File: src/sv/vip_pkg.sv
`default_nettype none
package vip_pkg;

    // Plane geometry
    localparam int MAX_DIM   = 256;
    localparam int COORD_W   = $clog2(MAX_DIM);
    localparam int LEN_W     = COORD_W + 1;
    localparam int IDX_W     = 2 * COORD_W;
    localparam int ACC_DEPTH = MAX_DIM * MAX_DIM;

    // Data widths
    localparam int SIZE_W     = 9;
    localparam int VOXEL_W    = 16;
    localparam int ACC_W      = VOXEL_W + COORD_W;
    localparam int DIV_CNT_W  = $clog2(ACC_W);
    localparam int OUT_DATA_W = ((VOXEL_W + IDX_W + 7) / 8) * 8;

    // Configuration port
    localparam int CFG_ADDR_W = 3;
    localparam int CFG_DATA_W = SIZE_W;

    localparam logic [CFG_ADDR_W-1:0] CFG_SIZE_X    = 3'd0;
    localparam logic [CFG_ADDR_W-1:0] CFG_SIZE_Y    = 3'd1;
    localparam logic [CFG_ADDR_W-1:0] CFG_SIZE_Z    = 3'd2;
    localparam logic [CFG_ADDR_W-1:0] CFG_PROJ_AXIS = 3'd3;
    localparam logic [CFG_ADDR_W-1:0] CFG_MODE      = 3'd4;

    localparam logic [1:0] AXIS_X = 2'd0;
    localparam logic [1:0] AXIS_Y = 2'd1;
    localparam logic [1:0] AXIS_Z = 2'd2;

    localparam logic [1:0] MODE_MAX = 2'd0;
    localparam logic [1:0] MODE_AVG = 2'd1;
    localparam logic [1:0] MODE_MIN = 2'd2;

    // Queue between front and back
    localparam int FIFO_DEPTH = 2;
    localparam int FIFO_PTR_W = $clog2(FIFO_DEPTH);
    localparam int FIFO_CNT_W = $clog2(FIFO_DEPTH + 1);

    // One classified voxel, ready for the accumulator update.
    typedef struct packed {
        logic [VOXEL_W-1:0] voxel;
        logic [IDX_W-1:0]   idx;
        logic               first;
        logic               last;
        logic               done;
        logic [1:0]         mode;
        logic [LEN_W-1:0]   len;
    } vip_op_t;

    typedef struct packed {
        logic                  full;
        logic                  empty;
        logic [FIFO_CNT_W-1:0] count;
    } vip_qstat_t;

    // Sizes of zero act as one, sizes beyond the plane store saturate.
    function automatic logic [LEN_W-1:0] eff_size(input logic [SIZE_W-1:0] s);
        int sv;
        sv = int'(s);
        if (sv == 0) begin
            return LEN_W'(1);
        end
        if (sv > MAX_DIM) begin
            return LEN_W'(MAX_DIM);
        end
        return LEN_W'(sv);
    endfunction

endpackage
`default_nettype wire

File: src/sv/vip_front.sv
`default_nettype none
module vip_front (
    input  wire logic                           clk,
    input  wire logic                           rst_n,
    input  wire logic                           cfg_valid,
    output logic                                cfg_ready,
    input  wire logic [vip_pkg::CFG_ADDR_W-1:0] cfg_addr,
    input  wire logic [vip_pkg::CFG_DATA_W-1:0] cfg_data,
    input  wire logic                           s_tvalid,
    output logic                                s_tready,
    input  wire logic [vip_pkg::VOXEL_W-1:0]    s_tdata,
    input  wire logic                           q_full,
    output logic                                push,
    output vip_pkg::vip_op_t                    push_op
);
    import vip_pkg::*;

    logic [SIZE_W-1:0]  size_x_reg;
    logic [SIZE_W-1:0]  size_y_reg;
    logic [SIZE_W-1:0]  size_z_reg;
    logic [1:0]         axis_reg;
    logic [1:0]         mode_reg;
    logic [COORD_W-1:0] pos_x_reg, pos_x_next;
    logic [COORD_W-1:0] pos_y_reg, pos_y_next;
    logic [COORD_W-1:0] pos_z_reg, pos_z_next;

    logic [LEN_W-1:0]   sx, sy, sz;
    logic               x_end, y_end, z_end;
    logic               cfg_hit;
    logic [COORD_W-1:0] row, col, along;
    logic [LEN_W-1:0]   len;
    logic [1:0]         mode_eff;

    assign cfg_ready = 1'b1;
    assign s_tready  = !q_full;
    assign push      = s_tvalid && !q_full;

    assign sx = eff_size(size_x_reg);
    assign sy = eff_size(size_y_reg);
    assign sz = eff_size(size_z_reg);

    assign x_end = (LEN_W'(pos_x_reg) == sx - LEN_W'(1));
    assign y_end = (LEN_W'(pos_y_reg) == sy - LEN_W'(1));
    assign z_end = (LEN_W'(pos_z_reg) == sz - LEN_W'(1));

    // Writes beyond the register list are taken but change nothing.
    assign cfg_hit = cfg_valid && (cfg_addr <= CFG_MODE);

    always_comb
    begin
        unique case (axis_reg)
            AXIS_X:
            begin
                row   = pos_y_reg;
                col   = pos_z_reg;
                along = pos_x_reg;
                len   = sx;
            end
            AXIS_Y:
            begin
                row   = pos_z_reg;
                col   = pos_x_reg;
                along = pos_y_reg;
                len   = sy;
            end
            default:
            begin
                row   = pos_x_reg;
                col   = pos_y_reg;
                along = pos_z_reg;
                len   = sz;
            end
        endcase
    end

    always_comb
    begin
        unique case (mode_reg)
            MODE_AVG: mode_eff = MODE_AVG;
            MODE_MIN: mode_eff = MODE_MIN;
            default:  mode_eff = MODE_MAX;
        endcase
    end

    always_comb
    begin
        push_op.voxel = s_tdata;
        push_op.idx   = {row, col};
        push_op.first = (along == '0);
        push_op.last  = (LEN_W'(along) == len - LEN_W'(1));
        push_op.done  = x_end && y_end && z_end;
        push_op.mode  = mode_eff;
        push_op.len   = len;
    end

    always_comb
    begin
        pos_x_next = pos_x_reg;
        pos_y_next = pos_y_reg;
        pos_z_next = pos_z_reg;
        if (cfg_hit)
        begin
            pos_x_next = '0;
            pos_y_next = '0;
            pos_z_next = '0;
        end
        else if (push)
        begin
            if (x_end)
            begin
                pos_x_next = '0;
                if (y_end)
                begin
                    pos_y_next = '0;
                    pos_z_next = z_end ? '0 : pos_z_reg + COORD_W'(1);
                end
                else
                begin
                    pos_y_next = pos_y_reg + COORD_W'(1);
                end
            end
            else
            begin
                pos_x_next = pos_x_reg + COORD_W'(1);
            end
        end
    end

    always_ff @(posedge clk or negedge rst_n)
    begin
        if (!rst_n)
        begin
            size_x_reg <= SIZE_W'(256);
            size_y_reg <= SIZE_W'(256);
            size_z_reg <= SIZE_W'(256);
            axis_reg   <= AXIS_Z;
            mode_reg   <= MODE_MAX;
            pos_x_reg  <= '0;
            pos_y_reg  <= '0;
            pos_z_reg  <= '0;
        end
        else
        begin
            pos_x_reg <= pos_x_next;
            pos_y_reg <= pos_y_next;
            pos_z_reg <= pos_z_next;
            if (cfg_valid)
            begin
                unique case (cfg_addr)
                    CFG_SIZE_X:    size_x_reg <= cfg_data;
                    CFG_SIZE_Y:    size_y_reg <= cfg_data;
                    CFG_SIZE_Z:    size_z_reg <= cfg_data;
                    CFG_PROJ_AXIS: axis_reg   <= cfg_data[1:0];
                    CFG_MODE:      mode_reg   <= cfg_data[1:0];
                    default:       ;
                endcase
            end
        end
    end

endmodule
`default_nettype wire

File: config.mk
export PLATFORM = sky130hd
export DESIGN_NAME = vip_front
export DESIGN_NICKNAME = d
export VERILOG_FILES = /design/src/sv/vip_pkg.sv /design/src/sv/vip_front.sv
export SDC_FILE = /design/constraint.sdc
export NUM_CORES = 1
export LEC_CHECK = 0
export BUFFER_PORTS_ARGS = -buffer_cell sky130_fd_sc_hd__clkbuf_2
export CORE_UTILIZATION = 58
export DETAILED_ROUTE_END_ITERATION = 7
export GPL_TIMING_DRIVEN = 0
export PLACE_DENSITY = 0.81
export SLEW_MARGIN = 0
export SYNTH_ARGS = -nofsm -noshare
export SYNTH_HDL_FRONTEND = slang
export SYNTH_SLANG_ARGS = --single-unit
File: constraint.sdc
create_clock -name clk -period 4.5 [get_ports clk]
set_clock_uncertainty 0.05 [all_clocks]
set_input_delay 1.125 -clock clk [delete_from_list [all_inputs] [get_ports clk]]
set_output_delay 1.125 -clock clk [all_outputs]
set_load 0.01 [all_outputs]
==> After elaboration in Yosys (flattened, before gate mapping) <==
Index checks and enable logic that the tools add are counted.
{ "classes": {"addsub": 7, "order_cmp": 4, "eq_ne": 11, "n_mux": 38, "reduce_logical": 21} }
{ "op_table": {"columns": ["operator", "n"], "rows": [
  ["9-bit two-way mux", 12],
  ["8-bit two-way mux", 12],
  ["8-bit case mux with 2 select lines", 3],
  ["8-bit by 9-bit equality test with 1-bit output", 4],
  ["9-bit by 1-bit subtractor with 9-bit output (second input constant)", 4],
  ["9-bit greater-than comparator (second input constant)", 3],
  ["9-bit logical NOT", 3],
  ["8-bit by 1-bit adder with 8-bit output (second input constant)", 3],
  ["9-bit case mux with 2 select lines", 1],
  ["2-bit AND reduction", 6],
  ["1-bit two-way mux", 9],
  ["8-bit logical NOT", 1],
  ["3-bit by 2-bit equality test with 1-bit output (second input constant)", 2],
  ["2-bit nonzero test", 3],
  ["2-bit by 1-bit equality test with 1-bit output (second input constant)", 2],
  ["1-bit logical AND", 4],
  ["2-bit case mux with 2 select lines", 1],
  ["3-bit by 1-bit equality test with 1-bit output (second input constant)", 1],
  ["3-bit equality test (second input constant)", 1],
  ["3-bit less-or-equal comparator (second input constant)", 1],
  ["3-bit logical NOT", 1],
  ["3-bit AND reduction", 1],
  ["2-bit equality test (second input constant)", 1],
  ["2-bit logical NOT", 1],
  ["1-bit logical NOT", 1]
]} }
{ "totals": {"register_bits": 55, "in_bits": 33, "output_inout_bits": 49, "elab_cells": 89} }

==> Logic depth before layout (Yosys ltp) <==
{ "depth": {"ltp_word": 12, "mapped_depth": 14, "depth_no_buf": 11} }

==> Worst setup path before layout <==
No wires, ideal clock.
{ "synth_path": {"kind": "register to output", "startpoint": "register size_x_reg[2]", "endpoint": "output push_op[11] (netlist name)", "t_arrival_ns": 3.189, "required_ns": 3.325, "setup_slack_ns": 0.136, "path_stages_with_launch": 14, "path_buffers": 3, "cell_sequence": "dfrtp_1 -> buf_2 -> nor4_2 -> a21oi_1 -> or2_2 -> ha_1 -> a21boi_0 -> a211oi_1 -> a311oi_1 -> nor4_1 -> nand4_1 -> buf_2 -> buf_4 -> nor3_1"} }
{ "synth_rtl": {"columns": ["element", "line_no", "text"], "rows": [
  ["start: declaration", "vip_front.sv:18", "logic [SIZE_W-1:0] size_x_reg;"],
  ["start signal: assignment", "vip_front.sv:150", "CFG_SIZE_X: size_x_reg <= cfg_data;"],
  ["end: declaration", "vip_front.sv:14", "output vip_pkg::vip_op_t push_op"]
]} }

==> summary.txt <==
Status
  – Status: completed

Drt
  – # DRC: 0
  – Final WL: 16100 um
  – Vias: 5350
  – Initial drt markers: 491
  – ANT nets after route: 0
  – Drt pass-1 iters: 5
  – Vias per cell: 6.53
  – Drt wl/cell: 19.6 um

Synthesis
  – Cell Area, Synth: 5170 um2
  – Top_reg_cell synth: dfrtp_1
  – Post-Syn Instances: 618
  – Yosys warns: 0
  – Ys async rst share: 100%
  – Dominant cell type by area after synthesis: dfrtp_1
  – Share of the synthesized area in the top cell type: 24.7%
  – Synthesized Nets: 658
  – Top post-synthesis cells by area: dfrtp_1, mux2_2, mux2i_1, nand2_1, o21ai_0
  – Sequential share of the synthesized area: 26.7%
  – Avg Inst Size Synth: 8.37 um2
  – Register bit count reported by yosys: 55
  – Post-synth EDFFs: 0
  – Synth unique cells: 83

Global route
  – Vias in the first global route: 4713
  – GRT overflow: 0
  – First-pass GRT wire length: 24400 um
  – Initial antenna violation count: 0
  – GRT Total Usage: 34.8%
  – Largest net degree at the start of global routing: 56

Power and ir drop
  – Worst-case vdd ir drop: 0.000222 V
  – Power, Total: 2.27 mW
  – PwrDens: 366 nW/um2
  – Leak Pwr: 2.58 nW

Timing
  – Slew Limit Fails: 0
  – Setup TNS: 0 ns
  – Final period util: 97.3%
  – Achievable Freq: 0.228 GHz
  – Final hold slack: 0.494 ns
  – RSZ-0062 raised after global routing: yes
  – Slew @ Worst Pin: 1.00 ns
  – Tmin final: 4.38 ns
  – # setup viols final: 0
  – Endpoints failing hold: 0
  – Rel. slew slack: 33.1%

Placement
  – Port bufs: 64
  – Total placed cells including tap cells: 790
  – HPWL Detailed: 11400 um
  – Gpl congestion: 0.949

Finish
  – Layout fillers: 697
  – Storage cell area: 1390 um2
  – Share of layout cells above drive strength 1: 32.2%
  – Antenna fix cells: 0
  – Fin nets: 750
  – Multi-input gate area: 3550 um2
  – Util after Layout: 71.5%
  – Non-filler cells in the finished layout: 819
  – Area Growth Syn to Fin: 20.0%

Clocking
  – Clock slew at reported path FFs: 0.11 ns
  – Clock sinks: 55
  – CTS tree: built
  – Clock Latency Late Sink: 0.33 ns
  – Root buf cell: clkbuf_8
  – Num CTS Buffers: 5
  – Clock Tree Buf Depth: 2
  – CTS HTree Levels: 2

Critical path
  – WS Path Type: reg2out
  – Max FO, Critical Path: 10
  – Startpoint Class: flip-flop
  – Family with the most delay on the worst path: simple AND/OR/NAND/NOR gates
  – Arrival time at the worst endpoint: 3.20 ns
  – Crit-path cells: clkbuf_4, nand2b_1, ha_4, or3b_1, a221oi_2, xor2_1, nand4_1, nand3b_1, buf_4, nor3_4, buf_2
  – Slowest stage cell, crit path: dfstp_2
  – Reg2reg path depth: 14
  – Buf/Inv on CP: 3
  – WP depth: 11
  – CP endpoint kind: primary output
  – CP peak stage delay: 0.60 ns
  – Critical Path RT: 3.32 ns

Hold path
  – Hold depth: 1
  – Hold Path Class: reg2reg

Flow run
  – Max cap viols: 0

Floorplanning
  – Chip height: 96.4 um
  – Row cnt: 34
  – Core Area: 8680 um2
  – Die Wd: 96.4 um
  – IO Count: 82
  – Die area: 9290 um2
  – Initial Util: 59.6%
-- logic make-up after synthesis --
logic type	after synthesis	share of synthesized area, %
adders and majority gates	7	1.69
muxes	63	13.0
xor gates and xnor gates	32	5.42
and+or+nand+nor	227	25.1
DFF	55	26.7
buffers and inverters	93	8.62
other	1	0.0725
AOI/OAI and AO/OA	140	19.4
-- cell type report --
cell class / count / area share [%]
multi-input cells: 470 / 57.2
flip-flops and latches: 55 / 22.4
repair buffers: 95 / 9.01
plain buffers: 62 / 5.63
well taps: 108 / 2.18
inverters: 21 / 1.27
clock inverters: 3 / 1.15
clock buffers: 5 / 1.11
-- synthesized netlist by cell type, drive strengths merged (7+ instances only) --
cell,instances
a21oi,26
a31oi,10
and2,7
buf,34
clkbuf,38
dfrtp,51
ha,7
inv,21
mux2,32
mux2i,31
nand2,63
nand3,15
nand4,7
nor2,43
nor2b,12
nor3,11
nor4,13
nor4b,7
o21ai,39
o22ai,8
xnor2,15
xor2,17
-- where the power goes --
part	internal [mW]	switching, mW
logic	0.524	0.634
registers	0.566	0.131
clock network	0.226	0.188
total	1.32	0.954
-- repair_timing --
item,4_1_cts,5_1_grt
gates resized for setup,36,27
pin swaps,10,16
buffers inserted,17,14
hold buffers,0,0
cloned,0,0
endpoints found under the setup margin,2,2
-- through the flow --
stage | worst slack [ns] | cell area [um2]
2_1_floorplan | 0.136 | 5170
3_3_place_gp | -0.517 | 5630
3_5_place_dp | -0.638 | 5630
4_1_cts | 0.00173 | 6020
5_1_grt | -0.0403 | 6200
6_report | 0.123 | 6200
-- cells in the final DEF, fill, tap and decap left out, types with 8 or more instances in the layout --
| master | Yosys | final |
|---|---|---|
| nand2_1 | 63 | 63 |
| clkbuf_2 | 0 | 61 |
| buf_4 | 18 | 49 |
| dfrtp_1 | 51 | 44 |
| nor2_1 | 43 | 42 |
| o21ai_0 | 35 | 35 |
| mux2i_1 | 31 | 31 |
| mux2_2 | 31 | 31 |
| clkbuf_1 | 38 | 29 |
| a21oi_1 | 25 | 22 |
| inv_1 | 21 | 21 |
| xor2_1 | 17 | 17 |
| xnor2_1 | 15 | 14 |
| nand3_1 | 14 | 14 |
| nor2b_1 | 12 | 10 |
| a31oi_1 | 10 | 10 |
| buf_2 | 11 | 8 |
| nor3_1 | 10 | 8 |
| o22ai_1 | 8 | 8 |
-- metal layers --
layer  global-route usage (%)  up-vias  part of all wire [%]
met5                        0        -                     0
met4                     14.0        0                   3.3
met3                     3.52       50                   7.4
met2                     57.7      283                    49
met1                     46.7     2595                    40
li1                         -     2422                     -
-- final timing paths --
kind / start / endpoint / slack [ns]
setup / recovery: size_y_reg[8] / push_op[11] / 0.12
hold / removal: mode_reg[1] / mode_reg[1] / 0.49
setup reg to reg: size_x_reg[2] / pos_y_reg[4] / 0.73
hold reg to reg: mode_reg[1] / mode_reg[1] / 0.49
max in group asynchronous: rst_n / size_x_reg[7] / 3.06
min in group asynchronous: rst_n / pos_x_reg[1] / 0.80
Power figures use the tool's default switching activity.
