$ cat config.mk
export PLATFORM = sky130hd
export DESIGN_NAME = vip_fifo
export DESIGN_NICKNAME = d
export VERILOG_FILES = /design/src/sv/vip_pkg.sv /design/src/sv/vip_fifo.sv
export SDC_FILE = /design/constraint.sdc
export NUM_CORES = 1
export LEC_CHECK = 0
export BUFFER_PORTS_ARGS = -buffer_cell sky130_fd_sc_hd__buf_2
export CAP_MARGIN = 20
export CORE_MARGIN = 2
export CORE_UTILIZATION = 50
export CTS_BUF_LIST = sky130_fd_sc_hd__clkbuf_2 sky130_fd_sc_hd__clkbuf_4 sky130_fd_sc_hd__clkbuf_8
export CTS_CLUSTER_DIAMETER = 200
export DETAILED_ROUTE_END_ITERATION = 10
export GPL_TIMING_DRIVEN = 0
export MAX_ROUTING_LAYER = met4
export PLACE_DENSITY = 0.77
export SKIP_CTS_REPAIR_TIMING = 1
export SYNTH_ARGS = -nofsm -noshare
export SYNTH_HDL_FRONTEND = slang
export SYNTH_SLANG_ARGS = --single-unit
$ cat constraint.sdc
create_clock -name clk -period 4.6 [get_ports clk]
set_input_delay 0.92 -clock clk [delete_from_list [all_inputs] [get_ports clk]]
set_output_delay 0.92 -clock clk [all_outputs]
set_load 0.1 [all_outputs]
$ cat src/sv/vip_pkg.sv
`default_nettype none
package vip_pkg;

    // Plane geometry
    localparam int MAX_DIM   = 256;
    localparam int COORD_W   = $clog2(MAX_DIM);
    localparam int LEN_W     = COORD_W + 1;
    localparam int IDX_W     = 2 * COORD_W;
    localparam int ACC_DEPTH = MAX_DIM * MAX_DIM;

    // Data widths
    localparam int SIZE_W     = 9;
    localparam int VOXEL_W    = 16;
    localparam int ACC_W      = VOXEL_W + COORD_W;
    localparam int DIV_CNT_W  = $clog2(ACC_W);
    localparam int OUT_DATA_W = ((VOXEL_W + IDX_W + 7) / 8) * 8;

    // Configuration port
    localparam int CFG_ADDR_W = 3;
    localparam int CFG_DATA_W = SIZE_W;

    localparam logic [CFG_ADDR_W-1:0] CFG_SIZE_X    = 3'd0;
    localparam logic [CFG_ADDR_W-1:0] CFG_SIZE_Y    = 3'd1;
    localparam logic [CFG_ADDR_W-1:0] CFG_SIZE_Z    = 3'd2;
    localparam logic [CFG_ADDR_W-1:0] CFG_PROJ_AXIS = 3'd3;
    localparam logic [CFG_ADDR_W-1:0] CFG_MODE      = 3'd4;

    localparam logic [1:0] AXIS_X = 2'd0;
    localparam logic [1:0] AXIS_Y = 2'd1;
    localparam logic [1:0] AXIS_Z = 2'd2;

    localparam logic [1:0] MODE_MAX = 2'd0;
    localparam logic [1:0] MODE_AVG = 2'd1;
    localparam logic [1:0] MODE_MIN = 2'd2;

    // Queue between front and back
    localparam int FIFO_DEPTH = 2;
    localparam int FIFO_PTR_W = $clog2(FIFO_DEPTH);
    localparam int FIFO_CNT_W = $clog2(FIFO_DEPTH + 1);

    // One classified voxel, ready for the accumulator update.
    typedef struct packed {
        logic [VOXEL_W-1:0] voxel;
        logic [IDX_W-1:0]   idx;
        logic               first;
        logic               last;
        logic               done;
        logic [1:0]         mode;
        logic [LEN_W-1:0]   len;
    } vip_op_t;

    typedef struct packed {
        logic                  full;
        logic                  empty;
        logic [FIFO_CNT_W-1:0] count;
    } vip_qstat_t;

    // Sizes of zero act as one, sizes beyond the plane store saturate.
    function automatic logic [LEN_W-1:0] eff_size(input logic [SIZE_W-1:0] s);
        int sv;
        sv = int'(s);
        if (sv == 0) begin
            return LEN_W'(1);
        end
        if (sv > MAX_DIM) begin
            return LEN_W'(MAX_DIM);
        end
        return LEN_W'(sv);
    endfunction

endpackage
`default_nettype wire

$ cat src/sv/vip_fifo.sv
`default_nettype none
module vip_fifo (
    input  wire logic              clk,
    input  wire logic              rst_n,
    input  wire logic              push,
    input  wire vip_pkg::vip_op_t  push_op,
    input  wire logic              pop,
    output vip_pkg::vip_op_t       pop_op,
    output vip_pkg::vip_qstat_t    stat
);
    import vip_pkg::*;

    vip_op_t               entry_reg [FIFO_DEPTH];
    logic [FIFO_PTR_W-1:0] wr_ptr_reg, wr_ptr_next;
    logic [FIFO_PTR_W-1:0] rd_ptr_reg, rd_ptr_next;
    logic [FIFO_CNT_W-1:0] count_reg, count_next;

    assign pop_op     = entry_reg[rd_ptr_reg];
    assign stat.full  = (count_reg == FIFO_CNT_W'(FIFO_DEPTH));
    assign stat.empty = (count_reg == '0);
    assign stat.count = count_reg;

    always_comb
    begin
        wr_ptr_next = wr_ptr_reg;
        rd_ptr_next = rd_ptr_reg;
        if (push)
        begin
            wr_ptr_next = (wr_ptr_reg == FIFO_PTR_W'(FIFO_DEPTH - 1)) ? '0
                                                                      : wr_ptr_reg + 1'b1;
        end
        if (pop)
        begin
            rd_ptr_next = (rd_ptr_reg == FIFO_PTR_W'(FIFO_DEPTH - 1)) ? '0
                                                                      : rd_ptr_reg + 1'b1;
        end
        unique case ({push, pop})
            2'b10:   count_next = count_reg + FIFO_CNT_W'(1);
            2'b01:   count_next = count_reg - FIFO_CNT_W'(1);
            default: count_next = count_reg;
        endcase
    end

    always_ff @(posedge clk)
    begin
        if (push)
        begin
            entry_reg[wr_ptr_reg] <= push_op;
        end
    end

    always_ff @(posedge clk or negedge rst_n)
    begin
        if (!rst_n)
        begin
            wr_ptr_reg <= '0;
            rd_ptr_reg <= '0;
            count_reg  <= '0;
        end
        else
        begin
            wr_ptr_reg <= wr_ptr_next;
            rd_ptr_reg <= rd_ptr_next;
            count_reg  <= count_next;
        end
    end

endmodule
`default_nettype wire

# Word-level counts from Yosys, hierarchy flattened
# Memories as Yosys holds them, arrays and structs flattened.
# Cells that the tools add are included.
# classes
addsub,4
mul,0
n_div,0
n_lt_le_gt_ge,0
n_eq_ne,3
shift,0
mux,5
n_bitwise,0
reduce_logical,2
# op_table
cell,count
"2-bit equality test, second input constant",2
1-bit two-way mux,4
2-bit one-hot mux with 2 select lines,1
"1-bit adder, second input constant",2
"2-bit by 1-bit adder with 2-bit output, second input constant",1
"2-bit by 1-bit equality test with 1-bit output, second input constant",1
2-bit logical NOT,1
2-bit nonzero test,1
"2-bit by 1-bit subtractor with 2-bit output, second input constant",1
# totals
register_bits,4
latch_bits,0
ramBits,92
rom_bits,0
inputBits,50
wordCells,18
n_memories,1
# memory_table
name,words,word_bits,read_ports,rd_clocked_by_memory_dff,wr,line_no,source
entry_reg,2,46,1,0,1,vip_fifo.sv:13,vip_op_t entry_reg [FIFO_DEPTH];

# Depth between registers and ports, before layout
# Gate-level depths: netlist of run 1.
# logic_depth
depth_word,2
depth_mapped,5
ltp_nobuf,5

# Worst setup path before layout of run 1
# No wires, ideal clock.
# synth_timing
path_type,input to register
start,input port push
end,"memory entry_reg[0][0] (netlist name), enable pin"
arrival_ns,2.910
required_ns,4.149
setup_slack_ns,1.239
stages,2
n_path_buf,0
cell_sequence,inv_1 nor2_1
# synth_between
elab_chain_len,2
# synth_lines
element,line_no,source
start: declaration,vip_fifo.sv:5,"input wire logic push,"
1-bit two-way mux,vip_fifo.sv:46,if (push)
1-bit two-way mux (not written as such),vip_fifo.sv:48,entry_reg[wr_ptr_reg] <= push_op;
end: declaration,vip_fifo.sv:13,
# Every way passes these cells.

==> summary.md, run 1 <==
| Metric | Value |
|---|---|
| Final setup vio count | `0` |
| Yosys warning count | `0` |
| CP endpoint kind | `output pin` |
| TritonCTS Sinks | `96` |
| Post-Syn Area | `around 3600 um2` |
| Reg2Reg Capture Point | `entry_reg[0][11]` |
| Syn avg cell area | `22.8 um2` |
| Max-Cap Viols | `0` |
| Final Cycle Share | `~57%` |
| Seq/Total Area, Yosys | `78.9%` |
| Io pins | `100` |
| Area contributors post-synth | `edfxtp_1 76%, mux2_4 12%, mux2_2 5.0%` |
| Layout Area Growth over Synthesis | `24.7%` |
| Share of cells above drive strength 1 | `between 60% and 70%` |
| Chip width | `89.2 um` |
| Total grt overflow | `0` |
| Via density | `about 4.8` |
| Die Area | `about 8000 um2` |
| CP required | `~3700 ps` |
| ANT cells | `0` |
| Vias | `1,782` |
| # nets final | `~320` |
| Most common cell after layout, fill and taps aside | `buf_2` |
| Most frequent cells in the layout | `100 x buf_2, 92 x edfxtp_1, 30 x mux2_4` |
| Total CTS buffers | `9` |
| Worst-path clk slew | `about 80 ps` |
| Fill count | `roughly 550` |
| CTS H-tree lvls | `3` |
| CTS tree | `built` |
| Routability-driven placement congestion ratio | `about 0.71` |
| Vias in the first global route | `~1,800` |
| Syn nets | `210` |
| Max reg flops | `approximately 90` |
| Final WL | `around 5800 um` |
| Starting Density | `50.8%` |
| # rows | `31` |
| Least-Margin Pin Slew | `773 ps` |
| CTS Buffer Depth | `2` |
| WP data arrival | `around 1700 ps` |
| Library cells used by synthesis | `13` |
| Status | `finished clean` |
| First-pass DRT Iterations | `4` |
| Buffers on Ports | `roughly 100` |
| Final Skew | `4.15 ps` |
| Critical R2R Launch | `wr_ptr_reg` |
| Post-synth top area share | `around three quarters` |
| Area leader, netlist | `edfxtp_1` |
| Total GRT Usage | `roughly 15%` |
| Wirelength per Cell | `15.4 um` |
| Antenna viol nets, final | `0` |
| Critical path startpoint category | `flop` |
| Headroom to the max-slew limit | `slightly below 50%` |
| Final-report max-slew violation count | `0` |
| Setup TNS | `0 ps` |
| Class of the most critical setup path | `flop to output pin` |
| Flop2flop setup slack | `2970 ps` |
| Largest net degree at the start of global routing | `25` |
| Achievable clock frequency | `around 380 MHz` |
| Final hold violations | `0` |
| Post-route minimum period | `2600 ps` |
| Yosys reg bits | `between 90 and 100` |
| Die height | `~90 um` |
| Drt first-iter violations | `57` |
| RSZ-0062 raised after global routing | `no` |
| First-pass GRT wire length | `about 8400 um` |
| Worst-skew pair later-pin latency | `340 ps` |
| CP Launch Point | `rd_ptr_reg` |
| Hold Path Class | `input port to async pin` |
| Core ar. | `~7000 um2` |
| Initial antenna violation count | `0` |
| Clk root buf | `clkbuf_8` |
| Post-DP HPWL | `roughly 4000 um` |
| Worst-path fanout max | `10` |
| Detailed-route DRC error count | `0` |
| Cells after Synth | `159` |
| R2R depth | `2` |
[per-stage QoR]
step	std cells	instance area [um2]	util, %	setup WS (ps)	hold WS (ps)
2_1_floorplan	159	3630	-	1240	456
3_3_place_gp	357	4250	59.5	96.2	469
3_5_place_dp	359	4310	60.4	2290	498
4_1_cts	375	4520	63.4	1960	352
5_1_grt	375	4520	63.4	1920	352
6_report	375	4520	63.4	2000	370
[Yosys cell counts]
library cell  number
buf_2              1
edfxtp_1          92
xor2_1             3
and2_1             1
mux2_4            30
mux2_2            16
dfrtp_1            4
nor2_1             3
inv_1              1
xnor2_1            2
nor2b_1            1
ha_1               1
buf_6              4
[cell families (layout without fill, tap and decap cells)]
logic type	count (synthesis)	count (layout)	share of synthesized area, %
DFF	96	96	78.9
xor gates and xnor gates	5	5	1.21
and+or+nand+nor	5	5	0.656
adders and majority gates	1	1	0.345
muxes	46	46	17.4
buffers and inverters	6	123	1.48
[worst max-delay path by stage]
| stage | to | slack, ps |
|---|---|---|
| after global routing | pop_op[8] | 1920 |
| final | pop_op[39] | 2000 |
| after floorplan | entry_reg[0][0] | 1240 |
| after global placement | entry_reg[0][4] | 100 |
| after CTS | pop_op[39] | 1960 |
| after detailed placement | entry_reg[0][4] | 2290 |
[critical path: stages (launching register included)]
cell and delay [ps]:
dfrtp_1 360, buf_6 160, buf_6 200, mux2_4 320, buf_2 290
[metal layers]
metal / vias up / share of wire, % / GRT usage (%)
met4: 0 / 2.3 / 8.55
li1: 841 / - / -
met5: - / 0 / -
met2: 62 / 51 / 24.8
met1: 867 / 41 / 17.2
met3: 12 / 5.9 / 4.52
[cell type report]
type	instances	area, um2	share of cell area, %
clock buffer	10	131	2.90
timing repair buffer	101	551	12.2
buffer	5	50.0	1.11
tap	99	124	2.74
clock inverter	6	82.6	1.83
multi-input combinational	57	719	15.9
sequential	96	2860	63.3
inverter	1	3.75	0.0830
Power of run 1 is not shown: default switching activity piles up to over one toggle a cycle in this logic, so the estimate is an artifact.
==> inputs of run 2 (changes only) <==
- CORE_UTILIZATION: 50 -> 49
- PLACE_DENSITY: 0.77 -> 0.78
- clock period: 4.6 -> 2.35 ns (I/O delays scaled with it)
==> summary.md, run 2 (synthesis results as in run 1) <==
| Metric | Value |
|---|---|
| Final Cycle Share | `about nine tenths` |
| Fin worst setup slack | `about 210 ps` |
| Total CTS buffers | `9` |
| CP peak stage delay | `around 360 ps` |
| Antenna viol nets, final | `0` |
| Starting Density | `about half` |
| Achievable clock frequency | `about 470 MHz` |
| Buffers on Ports | `just under 100` |
| Max reg flops | `a little over 90` |
| Critical path startpoint category | `flop` |
| Total GRT Usage | `around 15%` |
| Slowest cell on crit path | `dfrtp_1` |
| CP endpoint kind | `output pin` |
| Status | `finished clean` |
| Share of cells above drive strength 1 | `between 60% and 70%` |
| RSZ-0062 raised after global routing | `no` |
| TritonCTS Sinks | `96` |
| Routability-driven placement congestion ratio | `between 0.6 and 0.7` |
| Final-report max-slew violation count | `0` |
| Fill count | `~530` |
| # rows | `31` |
| Multi-input combinational cell area | `724 um2` |
| Via density | `approximately 4.7` |
| CTS H-tree lvls | `3` |
| Hold Path Class | `input port to flop` |
| Final WL | `around 5600 um` |
| First-pass GRT wire length | `8910 um` |
| R2R depth | `2` |
| Chip width | `roughly 90 um` |
| Headroom to the max-slew limit | `64.2%` |
| Cell family with most CP delay | `buffers and inverters` |
| Io pins | `100` |
| Post-DP HPWL | `roughly 3800 um` |
| Most frequent cells in the layout | `100 x buf_2, 92 x edfxtp_1, 30 x mux2_4` |
| Total grt overflow | `0` |
| Worst path cell trace | `buf_6, buf_6, mux2_4, buf_2` |
| Fin util | `a little over three fifths` |
| CTS Buffer Depth | `2` |
| Class of the most critical setup path | `flop to output pin` |
| Worst-skew pair later-pin latency | `340 ps` |
| CP required | `~1900 ps` |
| CP bufs+invs | `3` |
| Least-Margin Pin Slew | `536 ps` |
| Critical path depth | `4` |
| Most common cell after layout, fill and taps aside | `buf_2` |
| Core ar. | `approximately 7000 um2` |
| Pre-CTS setup slack | `564 ps` |
| Worst-path clk slew | `roughly 90 ps` |
| Die Area | `around 8100 um2` |
| # nets final | `around 320` |
| Vias in the first global route | `1,831` |
| First-pass DRT Iterations | `4` |
| Final Skew | `~7.3 ps` |
| Worst-path fanout max | `10` |
| Drt first-iter violations | `72` |
| Sequential cell area | `2860 um2` |
| CTS tree | `built` |
| Clk root buf | `clkbuf_8` |
| Post-route minimum period | `between 2000 and 2500 ps` |
| Hold slack final | `309 ps` |
| Layout Area Growth over Synthesis | `24.7%` |
| WP data arrival | `1670 ps` |
| Final hold violations | `0` |
| Wirelength per Cell | `~15 um` |
| Cell repeated most along the worst path | `buf_6` |
| Largest net degree at the start of global routing | `32` |
| Final setup vio count | `0` |
| Max-Cap Viols | `0` |
| Detailed-route DRC error count | `0` |
| Vias | `around 1,800` |
| Initial antenna violation count | `0` |
| WHS Path Cells | `1` |
| Die height | `between 90 and 100 um` |
| ANT cells | `0` |
==> run 2: stage by stage <==
step | cells | TNS (ps) | area, um2
after floorplan | 159 | -59.7 | 3630
after global placement | 357 | -41070 | 4250
after detailed placement | 359 | 0 | 4300
after CTS | 374 | 0 | 4510
after global routing | 375 | 0 | 4520
final | 375 | 0 | 4520
==> run 2: path summary, 6_finish.rpt <==
kind / startpoint / end / slack (ps)
hold / removal: push_op[37] / entry_reg[0][37] / 310
setup reg to reg: wr_ptr_reg / entry_reg[0][35] / 860
min in group asynchronous: rst_n / count_reg[0] / 460
setup / recovery: rd_ptr_reg / pop_op[32] / 210
hold reg to reg: count_reg[1] / count_reg[1] / 530
max in group asynchronous: rst_n / wr_ptr_reg / 1770
==> run 2: layout make-up <==
cell class / count / share of cell area, %
Tap cell: 99 / 2.74
Multi-Input combinational cell: 57 / 16.0
Timing Repair Buffer: 102 / 12.1
Inverter: 1 / 0.0830
Buffer: 5 / 1.11
Clock buffer: 10 / 2.90
Clock inverter: 5 / 1.83
Sequential cell: 96 / 63.3
==> run 2: metal layers <==
metal	part of all wire (%)	wire (um)	global-route usage [%]
met5	0	0	-
met4	1.0	56	3.85
met3	7.1	400	5.45
met2	50	2790	23.9
met1	42	2380	18.3
Power of run 2 is left out for the same reason.
==> inputs of run 3 (changes only) <==
- CORE_ASPECT_RATIO: default -> 1.2
- PLACE_DENSITY: 0.78 -> 0.88
==> summary.md, run 3 (synthesis results as in run 1) <==
| Metric | Value |
|---|---|
| Most frequent cells in the layout | `100 x buf_2, 92 x edfxtp_1, 30 x mux2_4` |
| # rows | `34` |
| Die height | `~100 um` |
| Sequential cell area | `~2900 um2` |
| Critical path startpoint category | `flop` |
| Max-Cap Viols | `0` |
| TritonCTS Sinks | `96` |
| Worst-skew pair later-pin latency | `around 350 ps` |
| Non-Filler Instances | `about 370` |
| Chip width | `between 80 and 90 um` |
| Final Cycle Share | `92.4%` |
| Most common cell after layout, fill and taps aside | `buf_2` |
| Post-route minimum period | `roughly 2200 ps` |
| CP required | `1880 ps` |
| Status | `finished clean` |
| CTS H-tree lvls | `3` |
| Starting Density | `between 50% and 60%` |
| Headroom to the max-slew limit | `53.5%` |
| CTS tree | `built` |
| Vias in the first global route | `about 1,900` |
| Max reg flops | `92` |
| Slowest cell on crit path | `dfrtp_1` |
| Fill count | `542` |
| ANT cells | `0` |
| CP peak stage delay | `370 ps` |
| Total CTS buffers | `9` |
| Vias | `approximately 1,800` |
| Multi-input combinational cell area | `roughly 720 um2` |
| Routability-driven placement congestion ratio | `roughly 0.66` |
| Via density | `4.81` |
| CP endpoint kind | `output pin` |
| Initial antenna violation count | `0` |
| # nets final | `~320` |
| Setup TNS | `0 ps` |
| Antenna viol nets, final | `0` |
| Least-Margin Pin Slew | `between 600 and 700 ps` |
| First-pass GRT wire length | `around 8700 um` |
| Final hold violations | `0` |
| Share of cells above drive strength 1 | `slightly above 60%` |
| Die Area | `a little over 8000 um2` |
| First-pass DRT Iterations | `4` |
| Final-report max-slew violation count | `0` |
| Class of the most critical setup path | `flop to output pin` |
| Hold Path Class | `input port to flop` |
| Total GRT Usage | `about 15%` |
| Achievable clock frequency | `approximately 460 MHz` |
| Worst-path clk slew | `approximately 90 ps` |
| Final setup vio count | `0` |
| Worst path cell trace | `buf_6, buf_6, mux2_4, buf_2` |
| Drt first-iter violations | `106` |
| RSZ-0062 raised after global routing | `no` |
| Final Skew | `~8.8 ps` |
| Io pins | `100` |
| Cell repeated most along the worst path | `buf_6` |
| Final WL | `about 5700 um` |
| Detailed-route DRC error count | `0` |
| Clk root buf | `clkbuf_8` |
| Core ar. | `between 7000 and 8000 um2` |
| Total grt overflow | `0` |
| Layout Area Growth over Synthesis | `24.5%` |
| Wirelength per Cell | `between 15 and 20 um` |
| Placed Cells | `between 300 and 400` |
| Post-DP HPWL | `between 4000 and 5000 um` |
| CTS Buffer Depth | `2` |
| Buffers on Ports | `99` |
| WP data arrival | `1700 ps` |
| Largest net degree at the start of global routing | `26` |
| Worst-path fanout max | `10` |
-- run 3: changes by cell type in the layout (fill, tap and decap cells not counted) --
cell | before | now
clkinv_1 | 0 | 1
clkinv_2 | 0 | 1
clkinvlp_4 | 3 | 2
-- run 3: final cells by class --
type                            count  area share (%)
Inverter                            1          0.0831
Clock inverter                      6            1.86
Multi-Input combinational cell     57            16.0
Timing Repair Buffer              102            12.1
Clock buffer                       10            2.91
Buffer                              5            1.11
Sequential cell                    96            63.4
Tap cell                           90            2.49
-- run 3: worst paths after layout --
check | startpoint | endpoint | slack [ps] | cells after the start
max in group asynchronous | rst_n | count_reg[1] | 1780 | 2
max reg2reg | wr_ptr_reg | entry_reg[0][16] | 740 | 2
min reg2reg | count_reg[1] | count_reg[1] | 530 | 1
min | push_op[24] | entry_reg[0][24] | 300 | 1
max | rd_ptr_reg | pop_op[12] | 180 | 4
min in group asynchronous | rst_n | rd_ptr_reg | 450 | 2
-- run 3: through the flow --
stage          util, %  hold WS [ps]  setup WS [ps]  instance area (um2)
6_report          62.4           296            178                 4510
5_1_grt           62.4           278           96.1                 4510
4_1_cts           62.3          -118            146                 4500
3_5_place_dp      59.3           283            531                 4290
3_3_place_gp      58.7           277           -473                 4240
2_1_floorplan        -           174          -59.7                 3630
-- run 3: routing by layer --
metal | GRT usage (%) | vias up | wire [um]
met1 | 15.8 | 852 | 2170
met4 | 6.81 | 0 | 117
met3 | 4.16 | 11 | 314
met5 | - | - | 0
met2 | 26.7 | 61 | 3110
li1 | - | 843 | -
-- run 3: worst max-delay path: cells and delay by family, from the launching register on --
| kind | cells | cell delay [ps] |
|---|---|---|
| buffers and inverters | 3 | 650 |
| DFF | 1 | 370 |
| muxes | 1 | 310 |
Power of run 3 is left out for the same reason.
